--- src/rtl/core/art_pkg.sv ---
// Package for the address region table.
// Holds command, status and register index codes and the slot entry type.
// No dependencies.
package art_pkg;

   localparam int ADDR_W    = 64;
   localparam int FLAGS_W   = 16;
   localparam int LOG2_W    = 6;
   localparam int CMD_W     = 2;
   localparam int STATUS_W  = 2;
   localparam int CSR_IDX_W = 2;
   localparam int CSR_DATA_W = 64;

   localparam logic [CMD_W-1:0] CMD_ADD    = 2'd0;
   localparam logic [CMD_W-1:0] CMD_DELETE = 2'd1;
   localparam logic [CMD_W-1:0] CMD_LOOKUP = 2'd2;

   localparam logic [STATUS_W-1:0] ST_OK      = 2'd0;
   localparam logic [STATUS_W-1:0] ST_INVALID = 2'd1;
   localparam logic [STATUS_W-1:0] ST_FULL    = 2'd2;

   localparam logic [CSR_IDX_W-1:0] CSR_PAGE_SIZE_MASK   = 2'd0;
   localparam logic [CSR_IDX_W-1:0] CSR_KERNEL_FLAG_MASK = 2'd1;
   localparam logic [CSR_IDX_W-1:0] CSR_HEAP_FLAG_MASK   = 2'd2;

   localparam logic [ADDR_W-1:0]  PAGE_SIZE_MASK_RESET   = 64'd4096;
   localparam logic [FLAGS_W-1:0] KERNEL_FLAG_MASK_RESET = 16'd1;
   localparam logic [FLAGS_W-1:0] HEAP_FLAG_MASK_RESET   = 16'd2;

   typedef struct packed {
      logic [ADDR_W-1:0]  start_addr;
      logic [ADDR_W-1:0]  end_addr;
      logic [FLAGS_W-1:0] flags;
      logic [LOG2_W-1:0]  page_log2;
   } slot_entry_type;

   typedef struct packed {
      logic load;
      logic calc1;
      logic calc2;
      logic calc3;
      logic scan_issue;
      logic commit;
   } ctrl_cmd_type;

   typedef struct packed {
      logic scan_last;
   } ctrl_status_type;

endpackage

--- src/rtl/core/art_channels.sv ---
// Channel interfaces of the address region table.
// Carries valid, ready and the payload; depends on art_pkg.
interface art_req_if;
   logic                              valid;
   logic                              ready;
   logic [art_pkg::CMD_W-1:0]         cmd;
   logic [art_pkg::ADDR_W-1:0]        start_req;
   logic [art_pkg::ADDR_W-1:0]        extent;
   logic [art_pkg::FLAGS_W-1:0]       region_flags_in;
   logic [art_pkg::ADDR_W-1:0]        page_size_in;

   modport source (output valid, cmd, start_req, extent, region_flags_in, page_size_in,
                   input ready);
   modport sink (input valid, cmd, start_req, extent, region_flags_in, page_size_in,
                 output ready);
endinterface

interface art_rsp_if;
   logic                              valid;
   logic                              ready;
   logic [art_pkg::STATUS_W-1:0]      status;
   logic                              found;
   logic [art_pkg::ADDR_W-1:0]        found_start;
   logic [art_pkg::ADDR_W-1:0]        found_end;
   logic [art_pkg::FLAGS_W-1:0]       found_flags;
   logic [art_pkg::ADDR_W-1:0]        found_page_size;
   logic [art_pkg::ADDR_W-1:0]        heap_low;
   logic [art_pkg::ADDR_W-1:0]        heap_high;

   modport source (output valid, status, found, found_start, found_end, found_flags,
                   found_page_size, heap_low, heap_high, input ready);
   modport sink (input valid, status, found, found_start, found_end, found_flags,
                 found_page_size, heap_low, heap_high, output ready);
endinterface

--- src/rtl/core/art_datapath.sv ---
// Datapath of the address region table: request registers, checks, slot
// memory with valid bits, scan trackers, configuration and response registers.
// Depends on art_pkg.
module art_datapath #(
   parameter int REGION_SLOTS = 16
) (
   input  logic                              clock,
   input  logic                              reset,
   input  art_pkg::ctrl_cmd_type             ctrl_cmd,
   output art_pkg::ctrl_status_type          ctrl_status,
   input  logic                              csr_write_enable,
   input  logic [art_pkg::CSR_IDX_W-1:0]     csr_index,
   input  logic [art_pkg::CSR_DATA_W-1:0]    csr_write_data,
   input  logic [art_pkg::CMD_W-1:0]         cmd,
   input  logic [art_pkg::ADDR_W-1:0]        start_req,
   input  logic [art_pkg::ADDR_W-1:0]        extent,
   input  logic [art_pkg::FLAGS_W-1:0]       region_flags_in,
   input  logic [art_pkg::ADDR_W-1:0]        page_size_in,
   output logic [art_pkg::STATUS_W-1:0]      status,
   output logic                              found,
   output logic [art_pkg::ADDR_W-1:0]        found_start,
   output logic [art_pkg::ADDR_W-1:0]        found_end,
   output logic [art_pkg::FLAGS_W-1:0]       found_flags,
   output logic [art_pkg::ADDR_W-1:0]        found_page_size,
   output logic [art_pkg::ADDR_W-1:0]        heap_low,
   output logic [art_pkg::ADDR_W-1:0]        heap_high
);

   localparam int IDX_W = (REGION_SLOTS > 1) ? $clog2(REGION_SLOTS) : 1;
   localparam logic [IDX_W-1:0] LAST_IDX = IDX_W'(REGION_SLOTS - 1);

   function automatic logic [art_pkg::LOG2_W-1:0] bit_position(
      input logic [art_pkg::ADDR_W-1:0] v);
      logic [art_pkg::LOG2_W-1:0] r;
      r = '0;
      for (int i = 0; i < art_pkg::ADDR_W; i++) begin
         if (v[i]) begin
            r = r | art_pkg::LOG2_W'(i);
         end
      end
      return r;
   endfunction

   // Configuration registers.
   logic [art_pkg::ADDR_W-1:0]  page_mask_ff;
   logic [art_pkg::FLAGS_W-1:0] kernel_mask_ff;
   logic [art_pkg::FLAGS_W-1:0] heap_mask_ff;

   // Request and check registers.
   logic [art_pkg::CMD_W-1:0]   cmd_ff;
   logic [art_pkg::ADDR_W-1:0]  start_ff;
   logic [art_pkg::ADDR_W-1:0]  extent_ff;
   logic [art_pkg::FLAGS_W-1:0] flags_ff;
   logic [art_pkg::ADDR_W-1:0]  page_ff;
   logic [art_pkg::ADDR_W-1:0]  sum_ff;
   logic [art_pkg::ADDR_W-1:0]  psz_ff;
   logic                        len_zero_ff;
   logic [art_pkg::ADDR_W-1:0]  end_ff;
   logic [art_pkg::ADDR_W-1:0]  pm1_ff;
   logic                        bad_ff;
   logic [art_pkg::LOG2_W-1:0]  log2_ff;

   // Slot storage and scan pipeline.
   art_pkg::slot_entry_type     mem [REGION_SLOTS];
   logic [REGION_SLOTS-1:0]     valid_ff;
   logic [REGION_SLOTS-1:0]     valid_in;
   logic [IDX_W-1:0]            addr_ff;
   logic                        pipe_v_ff;
   logic                        pipe_valid_ff;
   logic [IDX_W-1:0]            pipe_idx_ff;
   art_pkg::slot_entry_type     rd_entry_ff;

   // Scan trackers.
   logic                        overlap_ff;
   logic                        free_found_ff;
   logic [IDX_W-1:0]            free_idx_ff;
   logic                        hit_ff;
   logic [IDX_W-1:0]            hit_idx_ff;
   art_pkg::slot_entry_type     hit_entry_ff;

   logic [art_pkg::ADDR_W-1:0]  heap_low_ff;
   logic [art_pkg::ADDR_W-1:0]  heap_high_ff;
   logic [art_pkg::ADDR_W-1:0]  heap_low_in;
   logic [art_pkg::ADDR_W-1:0]  heap_high_in;

   logic [art_pkg::STATUS_W-1:0] status_ff;
   logic                         found_ff;
   logic [art_pkg::ADDR_W-1:0]   found_start_ff;
   logic [art_pkg::ADDR_W-1:0]   found_end_ff;
   logic [art_pkg::FLAGS_W-1:0]  found_flags_ff;
   logic [art_pkg::ADDR_W-1:0]   found_page_size_ff;

   logic                         add_ok;
   logic                         del_ok;
   logic [art_pkg::STATUS_W-1:0] status_in;
   logic                         found_in;
   logic                         slot_overlap;
   logic                         slot_cover;
   art_pkg::slot_entry_type      new_entry;

   assign ctrl_status.scan_last = (addr_ff == LAST_IDX);

   assign slot_overlap = (start_ff < rd_entry_ff.end_addr) && (end_ff > rd_entry_ff.start_addr);
   assign slot_cover   = (rd_entry_ff.start_addr <= start_ff) && (rd_entry_ff.end_addr > start_ff);

   assign new_entry.start_addr = start_ff;
   assign new_entry.end_addr   = end_ff;
   assign new_entry.flags      = flags_ff;
   assign new_entry.page_log2  = log2_ff;

   always_comb begin
      add_ok       = 1'b0;
      del_ok       = 1'b0;
      found_in     = 1'b0;
      valid_in     = valid_ff;
      heap_low_in  = heap_low_ff;
      heap_high_in = heap_high_ff;
      unique case (cmd_ff)
         art_pkg::CMD_ADD: begin
            if (bad_ff || overlap_ff) begin
               status_in = art_pkg::ST_INVALID;
            end else if (!free_found_ff) begin
               status_in = art_pkg::ST_FULL;
            end else begin
               status_in = art_pkg::ST_OK;
               add_ok    = 1'b1;
               valid_in[free_idx_ff] = 1'b1;
               if ((flags_ff & heap_mask_ff) != '0) begin
                  heap_low_in  = start_ff;
                  heap_high_in = end_ff;
               end
            end
         end
         art_pkg::CMD_DELETE: begin
            del_ok = hit_ff && (hit_entry_ff.start_addr == start_ff)
                     && (hit_entry_ff.end_addr == end_ff)
                     && ((hit_entry_ff.flags & kernel_mask_ff) == '0);
            status_in = del_ok ? art_pkg::ST_OK : art_pkg::ST_INVALID;
            if (del_ok) begin
               valid_in[hit_idx_ff] = 1'b0;
            end
         end
         art_pkg::CMD_LOOKUP: begin
            status_in = art_pkg::ST_OK;
            found_in  = hit_ff;
         end
         default: begin
            status_in = art_pkg::ST_INVALID;
         end
      endcase
   end

   always_ff @(posedge clock) begin
      if (reset) begin
         page_mask_ff   <= art_pkg::PAGE_SIZE_MASK_RESET;
         kernel_mask_ff <= art_pkg::KERNEL_FLAG_MASK_RESET;
         heap_mask_ff   <= art_pkg::HEAP_FLAG_MASK_RESET;
         valid_ff       <= '0;
         addr_ff        <= '0;
         pipe_v_ff      <= 1'b0;
         heap_low_ff    <= '0;
         heap_high_ff   <= '0;
      end else begin
         if (csr_write_enable) begin
            unique case (csr_index)
               art_pkg::CSR_PAGE_SIZE_MASK: begin
                  page_mask_ff <= csr_write_data;
               end
               art_pkg::CSR_KERNEL_FLAG_MASK: begin
                  kernel_mask_ff <= csr_write_data[art_pkg::FLAGS_W-1:0];
               end
               art_pkg::CSR_HEAP_FLAG_MASK: begin
                  heap_mask_ff <= csr_write_data[art_pkg::FLAGS_W-1:0];
               end
               default: begin
               end
            endcase
         end
         pipe_v_ff <= ctrl_cmd.scan_issue;
         if (ctrl_cmd.load) begin
            addr_ff <= '0;
         end else if (ctrl_cmd.scan_issue) begin
            addr_ff <= addr_ff + 1'b1;
         end
         if (ctrl_cmd.commit) begin
            valid_ff     <= valid_in;
            heap_low_ff  <= heap_low_in;
            heap_high_ff <= heap_high_in;
         end
      end
   end

   always_ff @(posedge clock) begin
      if (ctrl_cmd.load) begin
         cmd_ff    <= cmd;
         start_ff  <= start_req;
         extent_ff <= extent;
         flags_ff  <= region_flags_in;
         page_ff   <= page_size_in;
      end
      if (ctrl_cmd.calc1) begin
         sum_ff      <= start_ff + extent_ff;
         psz_ff      <= page_ff & page_mask_ff;
         len_zero_ff <= (extent_ff == '0);
      end
      if (ctrl_cmd.calc2) begin
         end_ff <= (sum_ff == '0) ? '1 : sum_ff;
         pm1_ff <= psz_ff - 1'b1;
      end
      if (ctrl_cmd.calc3) begin
         bad_ff <= len_zero_ff || (start_ff >= end_ff) || (psz_ff == '0)
                   || ((psz_ff & pm1_ff) != '0) || ((start_ff & pm1_ff) != '0)
                   || ((end_ff != '1) && ((end_ff & pm1_ff) != '0));
         log2_ff <= bit_position(psz_ff);
      end
   end

   always_ff @(posedge clock) begin
      if (ctrl_cmd.commit && add_ok) begin
         mem[free_idx_ff] <= new_entry;
      end
      rd_entry_ff   <= mem[addr_ff];
      pipe_valid_ff <= valid_ff[addr_ff];
      pipe_idx_ff   <= addr_ff;
   end

   always_ff @(posedge clock) begin
      if (ctrl_cmd.load) begin
         overlap_ff    <= 1'b0;
         free_found_ff <= 1'b0;
         hit_ff        <= 1'b0;
      end else if (pipe_v_ff) begin
         if (pipe_valid_ff) begin
            if (slot_overlap) begin
               overlap_ff <= 1'b1;
            end
            if (slot_cover && !hit_ff) begin
               hit_ff       <= 1'b1;
               hit_idx_ff   <= pipe_idx_ff;
               hit_entry_ff <= rd_entry_ff;
            end
         end else if (!free_found_ff) begin
            free_found_ff <= 1'b1;
            free_idx_ff   <= pipe_idx_ff;
         end
      end
   end

   always_ff @(posedge clock) begin
      if (ctrl_cmd.commit) begin
         status_ff          <= status_in;
         found_ff           <= found_in;
         found_start_ff     <= found_in ? hit_entry_ff.start_addr : '0;
         found_end_ff       <= found_in ? hit_entry_ff.end_addr : '0;
         found_flags_ff     <= found_in ? hit_entry_ff.flags : '0;
         found_page_size_ff <= found_in ? (art_pkg::ADDR_W'(1) << hit_entry_ff.page_log2) : '0;
      end
   end

   assign status          = status_ff;
   assign found           = found_ff;
   assign found_start     = found_start_ff;
   assign found_end       = found_end_ff;
   assign found_flags     = found_flags_ff;
   assign found_page_size = found_page_size_ff;
   assign heap_low        = heap_low_ff;
   assign heap_high       = heap_high_ff;

endmodule

--- src/rtl/core/art_ctrl.sv ---
// Controller of the address region table: sequences checks, slot scan and
// commit, and runs the request and response handshakes. Depends on art_pkg.
module art_ctrl (
   input  logic                          clock,
   input  logic                          reset,
   input  logic                          req_valid,
   output logic                          req_ready,
   output logic                          rsp_valid,
   input  logic                          rsp_ready,
   input  art_pkg::ctrl_status_type      ctrl_status,
   output art_pkg::ctrl_cmd_type         ctrl_cmd
);

   typedef enum logic [6:0] {
      S_IDLE   = 7'b0000001,
      S_CALC1  = 7'b0000010,
      S_CALC2  = 7'b0000100,
      S_CALC3  = 7'b0001000,
      S_SCAN   = 7'b0010000,
      S_DRAIN  = 7'b0100000,
      S_FINISH = 7'b1000000
   } state_type;

   state_type state_ff;
   state_type state_in;
   logic      rsp_valid_ff;
   logic      rsp_valid_in;

   always_comb begin
      state_in = state_ff;
      ctrl_cmd = '0;
      req_ready = 1'b0;
      unique case (state_ff)
         S_IDLE: begin
            req_ready = 1'b1;
            if (req_valid) begin
               ctrl_cmd.load = 1'b1;
               state_in = S_CALC1;
            end
         end
         S_CALC1: begin
            ctrl_cmd.calc1 = 1'b1;
            state_in = S_CALC2;
         end
         S_CALC2: begin
            ctrl_cmd.calc2 = 1'b1;
            state_in = S_CALC3;
         end
         S_CALC3: begin
            ctrl_cmd.calc3 = 1'b1;
            state_in = S_SCAN;
         end
         S_SCAN: begin
            ctrl_cmd.scan_issue = 1'b1;
            if (ctrl_status.scan_last) begin
               state_in = S_DRAIN;
            end
         end
         S_DRAIN: begin
            state_in = S_FINISH;
         end
         S_FINISH: begin
            if (!rsp_valid_ff || rsp_ready) begin
               ctrl_cmd.commit = 1'b1;
               state_in = S_IDLE;
            end
         end
         default: begin
            state_in = S_IDLE;
         end
      endcase
   end

   always_comb begin
      priority if (ctrl_cmd.commit) begin
         rsp_valid_in = 1'b1;
      end else if (rsp_ready) begin
         rsp_valid_in = 1'b0;
      end else begin
         rsp_valid_in = rsp_valid_ff;
      end
   end

   always_ff @(posedge clock) begin
      if (reset) begin
         state_ff     <= S_IDLE;
         rsp_valid_ff <= 1'b0;
      end else begin
         state_ff     <= state_in;
         rsp_valid_ff <= rsp_valid_in;
      end
   end

   assign rsp_valid = rsp_valid_ff;

endmodule

--- src/rtl/core/address_region_table.sv ---
// Top level of the address region table; joins controller and datapath.
// Depends on art_pkg, art_channels, art_ctrl and art_datapath.
//
// Each transaction, once accepted in the idle state, runs three steps of end
// and page-size checks, then reads one slot per cycle from the slot memory
// and compares it, waits in a drain state for the last read to land, and
// commits. The commit stalls while an earlier result is still waiting. A new
// request is taken while the previous result still waits in the output
// register. The table is empty right after reset; configuration writes take
// effect at once.
module address_region_table #(
   parameter int REGION_SLOTS = 16
) (
   input  logic                              clock,
   input  logic                              reset,
   input  logic                              csr_write_enable,
   input  logic [art_pkg::CSR_IDX_W-1:0]     csr_index,
   input  logic [art_pkg::CSR_DATA_W-1:0]    csr_write_data,
   art_req_if.sink                           req_channel,
   art_rsp_if.source                         rsp_channel
);

   art_pkg::ctrl_cmd_type    ctrl_cmd;
   art_pkg::ctrl_status_type ctrl_status;

   art_ctrl u_ctrl (
      .clock       (clock),
      .reset       (reset),
      .req_valid   (req_channel.valid),
      .req_ready   (req_channel.ready),
      .rsp_valid   (rsp_channel.valid),
      .rsp_ready   (rsp_channel.ready),
      .ctrl_status (ctrl_status),
      .ctrl_cmd    (ctrl_cmd)
   );

   art_datapath #(
      .REGION_SLOTS (REGION_SLOTS)
   ) u_datapath (
      .clock            (clock),
      .reset            (reset),
      .ctrl_cmd         (ctrl_cmd),
      .ctrl_status      (ctrl_status),
      .csr_write_enable (csr_write_enable),
      .csr_index        (csr_index),
      .csr_write_data   (csr_write_data),
      .cmd              (req_channel.cmd),
      .start_req        (req_channel.start_req),
      .extent           (req_channel.extent),
      .region_flags_in  (req_channel.region_flags_in),
      .page_size_in     (req_channel.page_size_in),
      .status           (rsp_channel.status),
      .found            (rsp_channel.found),
      .found_start      (rsp_channel.found_start),
      .found_end        (rsp_channel.found_end),
      .found_flags      (rsp_channel.found_flags),
      .found_page_size  (rsp_channel.found_page_size),
      .heap_low         (rsp_channel.heap_low),
      .heap_high        (rsp_channel.heap_high)
   );

endmodule

--- src/flat_wrapper.sv ---
// flat-port wrapper written by rule: the top's interface ports become plain ports
module address_region_table_flat 
#(
   parameter int REGION_SLOTS = 16
)
  (clock, reset, csr_write_enable, csr_index, csr_write_data, req_channel_valid, req_channel_cmd, req_channel_start_req, req_channel_extent, req_channel_region_flags_in, req_channel_page_size_in, req_channel_ready, rsp_channel_valid, rsp_channel_status, rsp_channel_found, rsp_channel_found_start, rsp_channel_found_end, rsp_channel_found_flags, rsp_channel_found_page_size, rsp_channel_heap_low, rsp_channel_heap_high, rsp_channel_ready);
  art_req_if req_channel_i ();
  art_rsp_if rsp_channel_i ();
  input  logic clock;
  input  logic reset;
  input  logic csr_write_enable;
  input  logic [art_pkg::CSR_IDX_W-1:0] csr_index;
  input  logic [art_pkg::CSR_DATA_W-1:0] csr_write_data;
  input wire logic [$bits(req_channel_i.valid)-1:0] req_channel_valid;
  input wire logic [$bits(req_channel_i.cmd)-1:0] req_channel_cmd;
  input wire logic [$bits(req_channel_i.start_req)-1:0] req_channel_start_req;
  input wire logic [$bits(req_channel_i.extent)-1:0] req_channel_extent;
  input wire logic [$bits(req_channel_i.region_flags_in)-1:0] req_channel_region_flags_in;
  input wire logic [$bits(req_channel_i.page_size_in)-1:0] req_channel_page_size_in;
  output wire logic [$bits(req_channel_i.ready)-1:0] req_channel_ready;
  output wire logic [$bits(rsp_channel_i.valid)-1:0] rsp_channel_valid;
  output wire logic [$bits(rsp_channel_i.status)-1:0] rsp_channel_status;
  output wire logic [$bits(rsp_channel_i.found)-1:0] rsp_channel_found;
  output wire logic [$bits(rsp_channel_i.found_start)-1:0] rsp_channel_found_start;
  output wire logic [$bits(rsp_channel_i.found_end)-1:0] rsp_channel_found_end;
  output wire logic [$bits(rsp_channel_i.found_flags)-1:0] rsp_channel_found_flags;
  output wire logic [$bits(rsp_channel_i.found_page_size)-1:0] rsp_channel_found_page_size;
  output wire logic [$bits(rsp_channel_i.heap_low)-1:0] rsp_channel_heap_low;
  output wire logic [$bits(rsp_channel_i.heap_high)-1:0] rsp_channel_heap_high;
  input wire logic [$bits(rsp_channel_i.ready)-1:0] rsp_channel_ready;
  assign req_channel_i.valid = req_channel_valid;
  assign req_channel_i.cmd = req_channel_cmd;
  assign req_channel_i.start_req = req_channel_start_req;
  assign req_channel_i.extent = req_channel_extent;
  assign req_channel_i.region_flags_in = req_channel_region_flags_in;
  assign req_channel_i.page_size_in = req_channel_page_size_in;
  assign req_channel_ready = req_channel_i.ready;
  assign rsp_channel_valid = rsp_channel_i.valid;
  assign rsp_channel_status = rsp_channel_i.status;
  assign rsp_channel_found = rsp_channel_i.found;
  assign rsp_channel_found_start = rsp_channel_i.found_start;
  assign rsp_channel_found_end = rsp_channel_i.found_end;
  assign rsp_channel_found_flags = rsp_channel_i.found_flags;
  assign rsp_channel_found_page_size = rsp_channel_i.found_page_size;
  assign rsp_channel_heap_low = rsp_channel_i.heap_low;
  assign rsp_channel_heap_high = rsp_channel_i.heap_high;
  assign rsp_channel_i.ready = rsp_channel_ready;
  address_region_table #(.REGION_SLOTS(REGION_SLOTS)) u_core (.clock(clock), .reset(reset), .csr_write_enable(csr_write_enable), .csr_index(csr_index), .csr_write_data(csr_write_data), .req_channel(req_channel_i), .rsp_channel(rsp_channel_i));
endmodule
--- config.mk ---
export PLATFORM = sky130hd
export DESIGN_NAME = address_region_table_flat
export DESIGN_NICKNAME = d
export VERILOG_FILES = /design/src/rtl/core/art_pkg.sv /design/src/rtl/core/art_channels.sv /design/src/rtl/core/art_datapath.sv /design/src/rtl/core/art_ctrl.sv /design/src/rtl/core/address_region_table.sv /design/src/flat_wrapper.sv
export SDC_FILE = /design/constraint.sdc
export NUM_CORES = 2
export LEC_CHECK = 0
export ABC_AREA = 0
export BUFFER_PORTS_ARGS = -buffer_cell sky130_fd_sc_hd__buf_2
export CAP_MARGIN = 20
export CORE_MARGIN = 5
export CORE_UTILIZATION = 40
export DETAILED_ROUTE_END_ITERATION = 10
export PLACE_DENSITY = 0.66
export SYNTH_ARGS = -nofsm -noshare
export SYNTH_HDL_FRONTEND = slang
export SYNTH_SLANG_ARGS = --single-unit
--- constraint.sdc ---
create_clock -name clock -period 26.3 [get_ports clock]
set_input_delay 2.63 -clock clock [delete_from_list [all_inputs] [get_ports clock]]
set_output_delay 2.63 -clock clock [all_outputs]
set_load 0.01 [all_outputs]
# Word-level counts from Yosys, hierarchy flattened
# Memory sizes are Yosys's and may differ from the RTL's. A register that Yosys moved wholly into a read port is not among the register bits.
# Index checks and enable logic that the tools add are counted.
[word_totals] reg_bits=1104 mem_bits_rw=2400 input_bits=281 output_inout_bits=341 wordCells=421 mem_count=1
[mem_list] name="u_core.u_datapath.mem" depth=16 word_bits=150 rd=1 rd_ports_with_merged_regs=1 write_ports=1 line_no="art_datapath.sv:64" rtl="art_pkg::slot_entry_type mem [REGION_SLOTS];"
[op_classes] addsub=3 n_lt_le_gt_ge=10 eq_ne=24 n_shift=1 n_mux=278 n_bitwise=10 reduce_logical=55
[op_table] operator="2-to-1 mux 64 bit" count=29
[op_table] operator="2-to-1 mux 150 bit" count=9
[op_table] operator="2-to-1 mux 6 bit" count=96
[op_table] operator="2-to-1 mux 16 bit" count=19
[op_table] operator="AND 64 bit" count=4
[op_table] operator="logical NOT 64 bit" count=3
[op_table] operator="nonzero test 64 bit" count=3
[op_table] operator="equality test 64 bit" count=2
[op_table] operator="greater-than comparator 64 bit" count=2
[op_table] operator="2-to-1 mux 4 bit" count=31
[op_table] operator="2-to-1 mux 5 bit" count=16
[op_table] operator="adder 64 bit" count=1
[op_table] operator=">= comparator 64 bit" count=1
[op_table] operator="less-or-equal comparator 64 bit" count=1
[op_table] operator="< comparator 64 bit" count=1
[op_table] operator="inequality test 64 bit (second input constant)" count=1
[op_table] operator="left shift 1 x 6 -> 64 bit (first input constant)" count=1
[op_table] operator="subtractor 64 x 1 -> 64 bit (second input constant)" count=1
[op_table] operator="2-to-1 mux 1 bit" count=55
[op_table] operator="case mux 7 bit (7 select lines)" count=1
[op_table] operator="AND 16 bit" count=3
[op_table] operator="2-to-1 mux 7 bit" count=6
[op_table] operator="case mux 16 bit (2 select lines)" count=1
[op_table] operator="nonzero test 2 bit" count=13
[op_table] operator="other kinds (35)" count=81

# Longest topological paths before layout
[logic_depth] word_depth=129 depth_mapped=12 depth_no_buf=12

# Cells and area by module
# Synthesis repeated with hierarchy kept, for this count alone.
[unflattened] hier_cells=7845 area_unflattened_um2=143415.0
[by_module_without_submodules] module="art_datapath" instances=1 cells_per_inst=7793 area_per_inst_um2=142964.6 seq_area_each_um2=105451.1
[by_module_without_submodules] module="art_ctrl" instances=1 cells_per_inst=52 area_per_inst_um2=450.4 seq_area_each_um2=160.2

# Least setup slack after synthesis
# Ideal clock, no wire load.
[synth_timing] path_type="input port to flip-flop" startpoint="in rsp_channel_ready" endpoint="mem u_core.u_datapath.mem[12][0] (netlist bit), enable pin" setup_time_ns=0.502 t_arrival_ns=16.737 required_ns=25.798 path_slack_ns=9.061 stages=6 path_buffers=0 path_cell_list="nand2b_1 > nor2b_1 > nand3_1 > nor3_1 > nand3_1 > inv_1"
[synth_rtl] item="from (decl)" line_no="flat_wrapper.sv:30" rtl="input wire logic [$bits(rsp_channel_i.ready)-1:0] rsp_channel_ready;"
[synth_rtl] item="to (decl)" line_no="art_datapath.sv:64"

==> flow_summary.json <==
{
  "cp.arrival_ns": 6.14,
  "cts_buffer_depth": 4,
  "hold_buffers": 0,
  "fillers": 30000,
  "setup_violations": 0,
  "synth_seq_area_share": 0.734,
  "cp_max_fo": 68,
  "tightest_slew_ns": 1.27,
  "first_iter_violations": 11300,
  "tns_ns": 0,
  "vias": 83300,
  "grt_pass1_wl_um": 669000,
  "multi_input_area_um2": 36200,
  "grt_pass1_vias": 81400,
  "skew_ns": 0.0699,
  "drc": 0,
  "p_leak_uw": 0.0551,
  "startpoint_type": "input pin",
  "routed_via_density": 5.97,
  "yosysWarnings": 0,
  "utilization": 0.464,
  "synth_area_um2": 144000,
  "clock_latency_ns": 0.99,
  "grt_max_degree": 168,
  "endpoint_kind": "flop",
  "layout.cells.non_filler": 13900,
  "pin_count": 622,
  "start_util": 0.401,
  "firstDrtPassIters": 9,
  "path_clk_slew_ns": 0.06,
  "p_total_uw": 12600,
  "cts.htree.levels": 5,
  "area_growth_pct": 15.7,
  "drive_gt1_frac": 0.253,
  "syn-num-nets": 8496,
  "cts_resized": 0,
  "finalCritPeriodShare": 0.213,
  "die_height_um": 610,
  "grt-ovfl-total": 0,
  "synth_edf_count": 3243,
  "max_freq_mhz": 178,
  "post_cts_buffers": 0,
  "root_buffer": "clkbuf_16",
  "place_inst": 13200,
  "clock_sinks": 3654,
  "min_path_type": "reg2reg",
  "ys_ff_latch": 3654,
  "syn_area_per_cell_um2": 18.2,
  "maxSlewHeadroom": 0.149,
  "synth_cell_types": 83,
  "hold_violations": 0,
  "grt_antenna_before_repair": 54,
  "dieArea_um2": 372000,
  "dieWidth_um": 610,
  "required_ns": 26.83,
  "status": "complete, no violations",
  "setup_slack_ns": 20.69,
  "register_area_um2": 106000,
  "track_usage": 0.259,
  "async_flop_share": 0,
  "syn_inst": 7893,
  "routed_wl_um": 495000,
  "period_minus_slack_ns": 5.61,
  "place_hpwl_um": 331000,
  "nNetsFinal": 9433,
  "place.gp.congestion": 1.02,
  "cap_viol_max_count": 0,
  "rows": 220,
  "path_class": "in2reg",
  "io_buffers": 621,
  "powerDensity_nw_per_um2": 75.7,
  "drv_slew": 0,
  "cts_buffers": 369,
  "ir_worst_vdd_mv": 0.0557,
  "tritoncts": "built",
  "wl_per_cell_um": 35.5,
  "placeableCoreArea_um2": 359000,
  "rsz0062_at_grt": "false",
  "drtAntennaViolNets": 0,
  "synth_top_flop_cell": "edfxtp_1",
  "pre_cts_slack_ns": 19.82
}
layer usage:
metal | GRT usage | vias up | wire (um)
met5 | 0.00103 | - | 355
met1 | 0.332 | 43400 | 179000
li1 | - | 33300 | -
met2 | 0.394 | 5412 | 222000
met4 | 0.151 | 26 | 35000
met3 | 0.0762 | 1115 | 58100
registers in the layout, summed over array words and instances, names as in the netlist, 6 cells and up:
register                           count
u_core.u_datapath.heap_low            64
u_core.u_datapath.hit_entry_ff       150
u_core.u_ctrl.state_ff                 7
u_core.u_datapath.flags_ff            16
u_core.u_datapath.mem               2400
u_core.u_datapath.end_ff              64
u_core.u_datapath.start_ff            64
u_core.u_datapath.valid_ff            16
u_core.u_datapath.log2_ff              6
u_core.u_datapath.found_start         64
u_core.u_datapath.rd_entry_ff        150
u_core.u_datapath.found_flags         16
u_core.u_datapath.page_ff             64
u_core.u_datapath.found_end           64
u_core.u_datapath.sum_ff              64
u_core.u_datapath.heap_mask_ff        16
u_core.u_datapath.heap_high           64
u_core.u_datapath.psz_ff              64
u_core.u_datapath.page_mask_ff        64
u_core.u_datapath.pm1_ff              64
u_core.u_datapath.found_page_size     64
u_core.u_datapath.extent_ff           64
u_core.u_datapath.kernel_mask_ff      16
layout by cell type (no fill, tap or decap), drive strengths merged, types with 33 or more instances in the layout:
cell type,instances
a21o,111
a21oi,374
a221oi,33
a22o,38
and2,216
buf,861
clkbuf,506
clkinv,121
dfxtp,411
edfxtp,3243
ha,321
inv,264
mux4,755
nand2,596
nand2b,43
nand3,48
nand4,124
nor2,190
nor3,62
nor4,89
o21ai,112
or2,75
xnor2,80
xor2,113
final cells by class:
| cell class | count | share of cell area |
|---|---|---|
| sequential | 3654 | 0.635 |
| multi-input combinational | 3694 | 0.217 |
| clock buffer | 506 | 0.0624 |
| tap | 4773 | 0.0359 |
| timing repair buffer | 861 | 0.0305 |
| clock inverter | 177 | 0.0119 |
| inverter | 250 | 0.00641 |
| antenna | 29 | 0.000436 |
final timing paths:
kind	cells past startpoint	slack, ns	start	end
setup / recovery	9	20.69	rsp_channel_ready	u_core.u_datapath.mem[8][62]
hold / removal	0	0.40	u_core.u_datapath.rd_entry_ff[8]	u_core.u_datapath.hit_entry_ff[8]
setup reg to reg	12	21.20	u_core.u_datapath.start_ff[57]	u_core.u_datapath.hit_entry_ff[133]
hold reg to reg	0	0.40	u_core.u_datapath.rd_entry_ff[8]	u_core.u_datapath.hit_entry_ff[8]
Yosys cell counts (5+ instances only):
library cell	n	area [um^2]
nand3_1	48	240
inv_1	249	935
o21ai_0	112	561
nor2_1	189	709
a21oi_1	374	1870
nand3b_1	11	82.6
a31oi_1	7	43.8
o2111ai_1	14	123
o21bai_1	12	90.1
or2_2	74	463
and4_1	9	78.8
o31ai_1	7	52.6
buf_1	37	139
o22ai_1	10	62.6
dfxtp_1	411	8230
xnor2_1	80	701
nand2_1	596	2240
nor2b_1	29	181
a211o_1	7	61.3
nor3_1	57	285
o2bb2ai_1	9	78.8
nor3b_1	8	60.1
buf_2	21	105
ha_1	321	4020
and2_1	216	1350
mux4_2	755	17000
edfxtp_1	3243	97400
nand4_1	123	769
o211ai_1	15	113
o221ai_1	6	52.6
nor4_1	84	526
or3_1	15	93.8
o21a_1	21	158
a221oi_1	33	289
a22o_1	38	333
or4_1	7	52.6
nand2b_1	43	269
a2111oi_0	13	114
a21boi_0	5	37.5
a22oi_1	32	240
and3_1	13	81.3
clkbuf_1	237	890
a21o_1	111	833
xor2_1	113	990
a211oi_1	13	97.6
critical path, cell delays in order:
cell,delay [ns]
buf_2,0.11
nand2b_1,0.16
nor2b_4,0.16
buf_4,0.43
nand3_1,0.31
nor3_1,0.42
nand2_1,0.25
inv_8,0.66
buf_4,0.82
stage by stage:
stage | area [um^2] | hold slack, ns
after CTS | 166000 | 0.404
final | 166000 | 0.403
after global placement | 154000 | 0.388
after global routing | 166000 | 0.409
after floorplan | 144000 | 0.329
after detailed placement | 154000 | 0.389
power by group:
group | switching [uW] | internal [uW] | leakage, uW
Combinational | 512 | 198 | 0.0165
Clock | 2270 | 3100 | 0.00607
Sequential | 89.3 | 6420 | 0.0325
Total | 2870 | 9720 | 0.0551
kinds of logic after synthesis:
logic type,Yosys count,synth area share
buffers and inverters,545,0.0144
multiplexers,757,0.118
adder cells (fa/ha/maj),322,0.0281
AO/OA/AOI/OAI,865,0.0381
AND/OR/NAND/NOR,1557,0.0549
XOR/XNOR,193,0.0118
flip-flops,3654,0.734
(Power assumes the default switching activity.)
